**config.mk**
```make
export PLATFORM = sky130hd
export DESIGN_NAME = tfmb_stats_flat
export DESIGN_NICKNAME = d
export VERILOG_FILES = /design/src/design/tfmb_pkg.sv /design/src/design/tfmb_res_if.sv /design/src/design/tfmb_stats.sv /design/src/flat_wrapper.sv
export SDC_FILE = /design/constraint.sdc
export NUM_CORES = 2
export LEC_CHECK = 0
export BUFFER_PORTS_ARGS = -buffer_cell sky130_fd_sc_hd__buf_2
export CAP_MARGIN = 20
export CORE_ASPECT_RATIO = 1.1
export CORE_MARGIN = 2
export CORE_UTILIZATION = 45
export DETAILED_ROUTE_END_ITERATION = 8
export SETUP_SLACK_MARGIN = 0.1
export SYNTH_ARGS = -nofsm -noshare
export SYNTH_HDL_FRONTEND = slang
export SYNTH_SLANG_ARGS = --single-unit
export TNS_END_PERCENT = 20
```
**constraint.sdc**
```tcl
create_clock -name clk -period 13.27 [get_ports clk]
set_clock_uncertainty 0.2 [all_clocks]
set_input_delay 2.654 -clock clk [delete_from_list [all_inputs] [get_ports clk]]
set_output_delay 2.654 -clock clk [all_outputs]
set_load 0.05 [all_outputs]
```
**src/design/tfmb_pkg.sv**
```systemverilog
package tfmb_pkg;

  // Default geometry
  localparam int DEF_MAX_WIDTH  = 640;
  localparam int DEF_MAX_HEIGHT = 480;

  // Field widths
  localparam int CFG_IDX_W  = 3;
  localparam int CFG_DATA_W = 10;
  localparam int PIX_W      = 8;
  localparam int COL_OUT_W  = 10;
  localparam int ROW_OUT_W  = 9;
  localparam int HITS_OUT_W = 17;

  // Register indexes
  localparam logic [CFG_IDX_W-1:0] REG_FRAME_WIDTH    = 3'd0;
  localparam logic [CFG_IDX_W-1:0] REG_FRAME_HEIGHT   = 3'd1;
  localparam logic [CFG_IDX_W-1:0] REG_DIFF_THRESHOLD = 3'd2;
  localparam logic [CFG_IDX_W-1:0] REG_BORDER_MARGIN  = 3'd3;
  localparam logic [CFG_IDX_W-1:0] REG_SPREAD_LIMIT   = 3'd4;
  localparam logic [CFG_IDX_W-1:0] REG_BOX_GROW       = 3'd5;

  // Reset values
  localparam logic [9:0] RST_FRAME_WIDTH    = 10'd640;
  localparam logic [8:0] RST_FRAME_HEIGHT   = 9'd480;
  localparam logic [7:0] RST_DIFF_THRESHOLD = 8'd35;
  localparam logic [5:0] RST_BORDER_MARGIN  = 6'd10;
  localparam logic [7:0] RST_SPREAD_LIMIT   = 8'd20;
  localparam logic [5:0] RST_BOX_GROW       = 6'd10;

  // Grey weights, Q14
  localparam logic [21:0] GREY_WA  = 22'd4899;
  localparam logic [21:0] GREY_WB  = 22'd9617;
  localparam logic [21:0] GREY_WC  = 22'd1868;
  localparam logic [21:0] GREY_RND = 22'd8192;

  // Per-pixel event from the pixel stage to the frame statistics
  typedef struct packed {
    logic valid;
    logic clear;  // frame_start seen on this pixel
    logic last;   // last pixel of the frame
    logic ero;    // eroded mark
    logic samp;   // inside margin on an even step
  } tfmb_ev_t;

endpackage

```
**src/design/tfmb_res_if.sv**
```systemverilog
interface tfmb_res_if;
  logic        valid;
  logic        ready;
  logic        motion_found;
  logic [9:0]  box_left;
  logic [8:0]  box_top;
  logic [9:0]  box_right;
  logic [8:0]  box_bottom;
  logic [16:0] hit_count;

  modport source(output valid, motion_found, box_left, box_top, box_right, box_bottom,
                 hit_count, input ready);
  modport sink(input valid, motion_found, box_left, box_top, box_right, box_bottom,
               hit_count, output ready);
endinterface

```
**src/design/tfmb_stats.sv**
```systemverilog
module tfmb_stats #(
  parameter int MAX_WIDTH  = 640,
  parameter int MAX_HEIGHT = 480
) (
  input  logic                              clk,
  input  logic                              rst,
  input  tfmb_pkg::tfmb_ev_t                ev,
  input  logic [$clog2(MAX_WIDTH)-1:0]      ev_col,
  input  logic [$clog2(MAX_HEIGHT)-1:0]     ev_row,
  input  logic [$clog2(MAX_WIDTH+1)-1:0]    eff_w,
  input  logic [$clog2(MAX_HEIGHT+1)-1:0]   eff_h,
  input  logic [7:0]                        spread_limit,
  input  logic [5:0]                        box_grow,
  output logic                              busy,
  tfmb_res_if.source                        res
);
  import tfmb_pkg::*;

  localparam int WW   = $clog2(MAX_WIDTH+1);
  localparam int HW   = $clog2(MAX_HEIGHT+1);
  localparam int NW   = $clog2(MAX_WIDTH * MAX_HEIGHT + 1);
  localparam int LTW  = NW + 8;
  localparam int CMPW = 2 * NW + 16;
  localparam int RST_W = (int'(RST_FRAME_WIDTH) > MAX_WIDTH) ? MAX_WIDTH
                                                              : int'(RST_FRAME_WIDTH);
  localparam int RST_H = (int'(RST_FRAME_HEIGHT) > MAX_HEIGHT) ? MAX_HEIGHT
                                                                : int'(RST_FRAME_HEIGHT);

  typedef enum logic [2:0] {S_IDLE, S_TOT, S_LT, S_SQ, S_SCL, S_CMP, S_OUT} st_t;

  st_t           st;
  logic [1:0]    fseen;
  logic [NW-1:0] ones, hits, b_ones, b_hits, a_ones, a_hits;
  logic [WW-1:0] minc, maxc, b_minc, b_maxc, a_minc, a_maxc;
  logic [HW-1:0] minr, maxr, b_minr, b_maxr, a_minr, a_maxr;

  // end of frame snapshot and math
  logic [NW-1:0]   s_n, s_hits, tot, dif;
  logic [WW-1:0]   s_minc, s_maxc, s_w;
  logic [HW-1:0]   s_minr, s_maxr, s_h;
  logic [7:0]      s_lim;
  logic [5:0]      s_grow;
  logic [LTW-1:0]  lt;
  logic [2*NW-1:0] lhsx;
  logic [CMPW-1:0] rhs, lhs;
  logic            mot;
  logic [NW-1:0]   hv;
  logic [WW-1:0]   box_l, box_r;
  logic [HW-1:0]   box_t, box_b;

  assign busy = (st != S_IDLE);

  always_comb begin
    b_ones = ev.clear ? '0 : ones;
    b_hits = ev.clear ? '0 : hits;
    b_minc = ev.clear ? eff_w : minc;
    b_maxc = ev.clear ? '0 : maxc;
    b_minr = ev.clear ? eff_h : minr;
    b_maxr = ev.clear ? '0 : maxr;
    a_ones = b_ones + NW'(ev.ero);
    a_hits = b_hits;
    a_minc = b_minc;
    a_maxc = b_maxc;
    a_minr = b_minr;
    a_maxr = b_maxr;
    if (ev.ero && ev.samp) begin
      a_hits = b_hits + 1'b1;
      if (WW'(ev_col) < b_minc) a_minc = WW'(ev_col);
      if (WW'(ev_col) > b_maxc) a_maxc = WW'(ev_col);
      if (HW'(ev_row) < b_minr) a_minr = HW'(ev_row);
      if (HW'(ev_row) > b_maxr) a_maxr = HW'(ev_row);
    end
  end

  // spread test and box growth
  always_comb begin
    hv  = (lhs < rhs) ? s_hits : '0;
    mot = (hv != '0);
    box_l = '0;
    box_r = '0;
    box_t = '0;
    box_b = '0;
    if (mot) begin
      box_l = (int'(s_minc) > int'(s_grow)) ? s_minc - WW'(s_grow) : s_minc;
      box_t = (int'(s_minr) > int'(s_grow)) ? s_minr - HW'(s_grow) : s_minr;
      box_r = (int'(s_maxc) + int'(s_grow) + 1 < int'(s_w)) ? s_maxc + WW'(s_grow)
                                                             : s_maxc;
      box_b = (int'(s_maxr) + int'(s_grow) + 1 < int'(s_h)) ? s_maxr + HW'(s_grow)
                                                             : s_maxr;
    end
  end

  always_ff @(posedge clk) begin
    if (rst) begin
      st        <= S_IDLE;
      fseen     <= '0;
      ones      <= '0;
      hits      <= '0;
      minc      <= WW'(RST_W);
      maxc      <= '0;
      minr      <= HW'(RST_H);
      maxr      <= '0;
      res.valid <= 1'b0;
    end else begin
      // S_OUT reloads the result register itself
      if (res.valid && res.ready && st != S_OUT) res.valid <= 1'b0;

      if (ev.valid) begin
        if (ev.last) begin
          ones <= '0;
          hits <= '0;
          minc <= eff_w;
          maxc <= '0;
          minr <= eff_h;
          maxr <= '0;
          if (fseen >= 2'd2) begin
            s_n    <= a_ones;
            s_hits <= a_hits;
            s_minc <= a_minc;
            s_maxc <= a_maxc;
            s_minr <= a_minr;
            s_maxr <= a_maxr;
            s_w    <= eff_w;
            s_h    <= eff_h;
            s_lim  <= spread_limit;
            s_grow <= box_grow;
            st     <= S_TOT;
          end else begin
            fseen <= fseen + 1'b1;
          end
        end else begin
          ones <= a_ones;
          hits <= a_hits;
          minc <= a_minc;
          maxc <= a_maxc;
          minr <= a_minr;
          maxr <= a_maxr;
        end
      end

      unique case (st)
        S_IDLE: ;
        S_TOT: begin
          tot <= NW'(NW'(s_w) * NW'(s_h));
          st  <= S_LT;
        end
        S_LT: begin
          lt  <= LTW'(s_lim) * LTW'(tot);
          dif <= tot - s_n;
          st  <= S_SQ;
        end
        S_SQ: begin
          rhs  <= CMPW'(lt) * CMPW'(lt);
          lhsx <= (2*NW)'(dif) * (2*NW)'(s_n);
          st   <= S_SCL;
        end
        S_SCL: begin
          // 65025 = 2^16 - 2^9 + 1
          lhs <= (CMPW'(lhsx) << 16) - (CMPW'(lhsx) << 9) + CMPW'(lhsx);
          st  <= S_CMP;
        end
        S_CMP: st <= S_OUT;
        S_OUT: begin
          if (!res.valid || res.ready) begin
            res.valid        <= 1'b1;
            res.motion_found <= mot;
            res.box_left     <= COL_OUT_W'(box_l);
            res.box_top      <= ROW_OUT_W'(box_t);
            res.box_right    <= COL_OUT_W'(box_r);
            res.box_bottom   <= ROW_OUT_W'(box_b);
            res.hit_count    <= HITS_OUT_W'(hv);
            st               <= S_IDLE;
          end
        end
        default: st <= S_IDLE;
      endcase
    end
  end

endmodule

```
**src/flat_wrapper.sv**
```systemverilog
// flat-port wrapper written by rule: the top's interface ports become plain ports
module tfmb_stats_flat import tfmb_pkg::*;
#(
  parameter int MAX_WIDTH  = 640,
  parameter int MAX_HEIGHT = 480
)
  (clk, rst, ev, ev_col, ev_row, eff_w, eff_h, spread_limit, box_grow, busy, res_valid, res_motion_found, res_box_left, res_box_top, res_box_right, res_box_bottom, res_hit_count, res_ready);
  tfmb_res_if res_i ();
  input  logic clk;
  input  logic rst;
  input  tfmb_pkg::tfmb_ev_t ev;
  input  logic [$clog2(MAX_WIDTH)-1:0] ev_col;
  input  logic [$clog2(MAX_HEIGHT)-1:0] ev_row;
  input  logic [$clog2(MAX_WIDTH+1)-1:0] eff_w;
  input  logic [$clog2(MAX_HEIGHT+1)-1:0] eff_h;
  input  logic [7:0] spread_limit;
  input  logic [5:0] box_grow;
  output logic busy;
  output wire logic [$bits(res_i.valid)-1:0] res_valid;
  output wire logic [$bits(res_i.motion_found)-1:0] res_motion_found;
  output wire logic [$bits(res_i.box_left)-1:0] res_box_left;
  output wire logic [$bits(res_i.box_top)-1:0] res_box_top;
  output wire logic [$bits(res_i.box_right)-1:0] res_box_right;
  output wire logic [$bits(res_i.box_bottom)-1:0] res_box_bottom;
  output wire logic [$bits(res_i.hit_count)-1:0] res_hit_count;
  input wire logic [$bits(res_i.ready)-1:0] res_ready;
  assign res_valid = res_i.valid;
  assign res_motion_found = res_i.motion_found;
  assign res_box_left = res_i.box_left;
  assign res_box_top = res_i.box_top;
  assign res_box_right = res_i.box_right;
  assign res_box_bottom = res_i.box_bottom;
  assign res_hit_count = res_i.hit_count;
  assign res_i.ready = res_ready;
  tfmb_stats #(.MAX_WIDTH(MAX_WIDTH), .MAX_HEIGHT(MAX_HEIGHT)) u_core (.clk(clk), .rst(rst), .ev(ev), .ev_col(ev_col), .ev_row(ev_row), .eff_w(eff_w), .eff_h(eff_h), .spread_limit(spread_limit), .box_grow(box_grow), .busy(busy), .res(res_i));
endmodule
```
Yosys cells after proc, flatten, opt, wreduce, memory -nomap -nowiden:

Index checks and enable logic that the tools add are counted.

* RAM bits: 0
* input port bits: 60
* output and inout port bits: 58
* memory bits (read-only): 0
* register bits after elaboration: 458
* latch bits: 0
* memories kept: 0
* logic and storage cells: 117

* $add $sub $neg: 14
* $mul: 4
* bitwise operators: 2
* divide/modulo/power cells: 0
* equal/unequal tests: 7
* shift operators: 0
* mux-type cells: 34
* reductions and logical operators: 15
* $lt $le $gt $ge: 10

Operators by type and width (number)
* $mux 19: 6
* $mux 10: 10
* $mux 9: 10
* $add 32x2->32 const B: 2
* $add 54x38->54: 1
* $lt 54x54->1: 1
* $mul 27x27->54: 1
* $sub 54x47->54: 1
* $mul 19x19->38: 1
* $lt 32x10->1: 1
* $lt 32x11->1: 1
* $mul 8x19->27: 1
* $pmux 3 s7: 1
* $add 19x1->19: 1
* $add 19x1->19 const B: 1
* $mul 10x9->19: 1
* $reduce_bool 19->1: 1
* $sub 19x19->19: 1
* $mux 3: 4
* $add 10x6->11: 1
* $add 10x6->10: 1
* $add 9x6->10: 1
* $gt 10x10->1: 1
* $gt 10x6->1: 1
* other kinds (23): 35

Depth between registers and ports, before layout:

* word-level depth: 6
* gate-level depth with buffers: 29
* depth with buffers taken out: 27

Worst setup path after synthesis:

No wires, ideal clock.

* kind: in2reg
* start: in ev[4] (netlist name)
* end: reg u_core.s_grow[0] (enable)
* setup time: 578 ps
* buffers on the path: 2
* arrival time: 7906 ps
* required time: 12492 ps
* cell stages on the path: 5
* slack: 4585 ps
* cell sequence: clkbuf_1 > and2_1 > clkbuf_1 > o21ai_0 > nor2_1

* word-level cells in the longest chain between the ends: 1

RTL lines
* start, declared: line flat_wrapper.sv:11 `input tfmb_pkg::tfmb_ev_t ev;`
* $reduce_and 4->1 (no line)
* end signal, assigned: line tfmb_stats.sv:126 `s_grow <= box_grow;`
* end, declared: line tfmb_stats.sv:42 `logic [5:0] s_grow;`

No other way between the ends.
A chain may end at the register's enable or synchronous reset.

Worst setup path after layout:

* start: reg u_core.lt[4]
* end: reg u_core.rhs[53], data pin

* word-level cells in the longest chain between the ends: 1

RTL lines
* start, declared: line tfmb_stats.sv:43 `logic [LTW-1:0] lt;`
* start signal, assigned: line tfmb_stats.sv:148 `lt <= LTW'(s_lim) * LTW'(tot);`
* $mul 27x27->54: line tfmb_stats.sv:153 `rhs <= CMPW'(lt) * CMPW'(lt);`
* end signal, assigned: line tfmb_stats.sv:153
* end, declared: line tfmb_stats.sv:45 `logic [CMPW-1:0] rhs, lhs;`

No other way between the ends.

==> results.ini <==
[timing]
worst_slew_pin_slew_ns = 1.16
finalHoldViolations = 0
fin_setup_tns_ns = 0
fmax_ghz = 0.112
maxSlewViolCount = 0
setup_violations = 0
finalCriticalPeriod_ns = 8.90
maxSlewHeadroom_pct = 22.9
finalCritPeriodShare_pct = 67.1
rsz0062_at_grt = false

[clock_tree]
numCtsBuffers = 52
clk_pin_slew_worst_paths_ns = 0.07
cts_buffer_depth = 3
cts_hold_buf = 0
ctsResizeCount = 0
cts_root_buf = clkbuf_16
postCtsSetupBuffers = 0
numClockSinks = 457
clock_latency_ns = 0.67
cts_tree = done
h-tree-depth = 2

[min_path]
holdCritPathClass = reg2reg
min_path_cells = 0

[die]
die_area_um2 = 146000
die_w_um = 364
num_rows = 145
fp.dieH_um = 400
start_util_pct = 45.3
ios = 118
coreArea_um2 = 142000

[grt]
grt_max_degree = 72
grt_pass1_vias = 48200
grt_pass1_wl_um = 259000
antenna_found_initial = 7
track_usage_pct = 22.4
grt_overflow = 0

[pwr]
fin_total_pwr_mw = 9.23
power.density_nw_per_um2 = 134
p_leak_nw = 33.8
ir_drop_mv = 0.231

[critical_path]
slowest_delay_ns = 0.92
worstPathMaxFanout = 20
crit_path_start_kind = flip-flop
path_cells = clkinv_1 > nor2_1 > fa_1 > fa_1 > inv_1 > fa_1 > inv_1 > fa_1 > fa_1 > fa_1 > inv_1 > fa_1 > inv_1 > ha_1 > a211oi_1 > nor2_1 > nor4_1 > a211oi_1 > a211oi_1 > o21ai_0 > nor3_1 > o31ai_1 > a21oi_1 > xnor2_1
cp_slowest_cell = edfxtp_1
required_ns = 13.45
crit_arrival_ns = 9.08
worstSetupPathType = reg2reg
reg2reg_depth = 24
end_kind = flip-flop
crit_top_cell = fa_1

[route]
drtIter0Drc = 2254
wl_per_cell_um = 18.1
antenna_left = 0
via_per_inst = 5.14
drc_errors = 0
routed_wl_um = 157000
drt-pass1-iter-count = 7
dr_total_vias = 44700

[placement]
place_area_um2 = 66800
dpl.hpwl_um = 124000
port_buffers = 117
place.gp.congestion = 0.885

[synthesis]
syn_nets = 8472
synthCells = 6755
ys_ff_latch = 457
synth-edff-count = 375
synthesis.area_um2 = 64300
synth_ff_type = edfxtp_1
synthArstFlopShare_pct = 0
ys_warn_count = 0
ys_types = 71
syn_area_per_cell_um2 = 9.51
ys_seq_area_share_pct = 20.1

[flow_run]
maxCapViolCount = 0

[cells_and_area]
fin_nets = 8461
syn_to_final_growth_pct = 7.01
design_area_um2 = 68800
drive_above_1_share_pct = 4.45
fill_cells = 13400

[run_status]
status = complete, no violations

==> where the power goes <==
part           switching [mW]  internal (mW)  leakage, nW
sequential             0.0191           1.85         3.99
combinational            3.37           2.34         28.9
clock                   0.666          0.978        0.930
==> cell type report <==
type | count | area (um^2) | area share, %
repair buffers | 177 | 1050 | 1.52
flip-flops and latches | 457 | 12900 | 18.8
diodes | 2 | 5.00 | 0.00728
well taps | 1911 | 2390 | 3.48
multi-input cells | 4551 | 44800 | 65.2
clock buffers | 66 | 1460 | 2.12
clock inverters | 31 | 498 | 0.724
inverters | 1505 | 5650 | 8.21
==> layer usage <==
metal | part of all wire, % | track usage [%] | wire length [um] | vias to the layer above
met5 | 0.030 | 0 | 47 | -
met3 | 4.3 | 2.30 | 6720 | 228
met1 | 42 | 28.9 | 65700 | 22400
met2 | 51 | 39.5 | 79300 | 972
met4 | 3.4 | 6.78 | 5280 | 8
li1 | - | - | - | 21100
==> critical path: cells and delay by family (launching register included) <==
family                     cells  cell delay [ns]
and+or+nand+nor                4             1.09
AOI/OAI and AO/OA              6             1.62
DFF                            1             0.92
xor gates and xnor gates       1             0.08
buffers and inverters          5             0.87
adders and majority gates      8             3.83
==> through the flow <==
step / util, % / cells / setup slack [ns] / hold slack, ns
final: 48.5 / 8700 / 4.37 / 0.254
after global placement: 47.1 / 8599 / 4.57 / 0.241
after detailed placement: 47.1 / 8600 / 4.43 / 0.252
after CTS: 48.5 / 8697 / 4.35 / 0.246
after floorplan: - / 6755 / 4.59 / 0.226
after global routing: 48.5 / 8698 / 3.79 / 0.265
==> Yosys cell counts (all sizes together), types with 26 or more instances <==
library cell | n | area, um^2
dfxtp | 82 | 1640
nor2 | 320 | 1200
edfxtp | 375 | 11300
nand4 | 39 | 244
o21bai | 26 | 195
a211oi | 40 | 305
nand2 | 739 | 2770
nor2b | 54 | 338
ha | 627 | 7850
o21a | 41 | 308
nor3 | 51 | 255
mux2i | 54 | 541
fa | 1030 | 20600
xnor2 | 173 | 1520
o21ai | 149 | 746
clkbuf | 224 | 841
a21oi | 258 | 1290
and3 | 26 | 163
nand3 | 71 | 355
and2 | 358 | 2240
nand2b | 53 | 332
a22oi | 39 | 293
inv | 1504 | 5650
xor2 | 89 | 780
a21o | 117 | 878
==> state kept, by name, summed over array words and instances, names as in the netlist, 27 cells and up <==
name and cells:
u_core.lhs 54, u_core.rhs 53, u_core.lhsx 38, u_core.lt 27
==> kinds of logic (layout without fill, tap and decap cells) <==
group           after synthesis  after routing  share of synthesized area (%)
fa+ha+maj                  1658           1658                           44.3
flops                       457            457                           20.1
buf+inv                    1747           1779                           10.2
xor+xnor                    262            262                           3.57
simple gates               1779           1779                           13.1
compound gates              795            795                           7.85
mux                          57             57                          0.894
other cells                   0              2                              0
==> cell usage in the layout (no fill, tap or decap), types with 14 or more instances in the layout <==
master,netlist,layout
edfxtp_1,375,375
a21o_1,117,117
a211oi_1,39,39
a22oi_1,39,39
mux2i_1,54,54
o21ai_0,148,148
clkbuf_16,0,53
nor3_1,51,48
nand2_1,739,739
xnor2_1,173,173
xor2_1,89,89
and3_1,26,25
a31oi_1,17,16
fa_1,1030,1030
buf_2,2,116
o21bai_1,26,26
or3_1,14,14
o211ai_1,18,18
and2_1,357,357
nand3_1,71,71
a21oi_1,258,258
nand2b_1,53,53
o21a_1,41,41
nor2_1,320,318
inv_1,1504,1503
nand4_1,39,39
ha_1,627,627
dfxtp_1,82,82
buf_4,0,59
nor2b_1,54,54
==> final timing paths <==
kind | startpoint | end | slack [ns]
worst max-delay path | u_core.lt[4] | u_core.rhs[53] | 4.37
worst min-delay path | u_core.lhsx[0] | u_core.lhs[0] | 0.25
worst max register to register | u_core.lt[4] | u_core.rhs[53] | 4.37
worst min register to register | u_core.lhsx[0] | u_core.lhs[0] | 0.25
(Power assumes the default switching activity.)
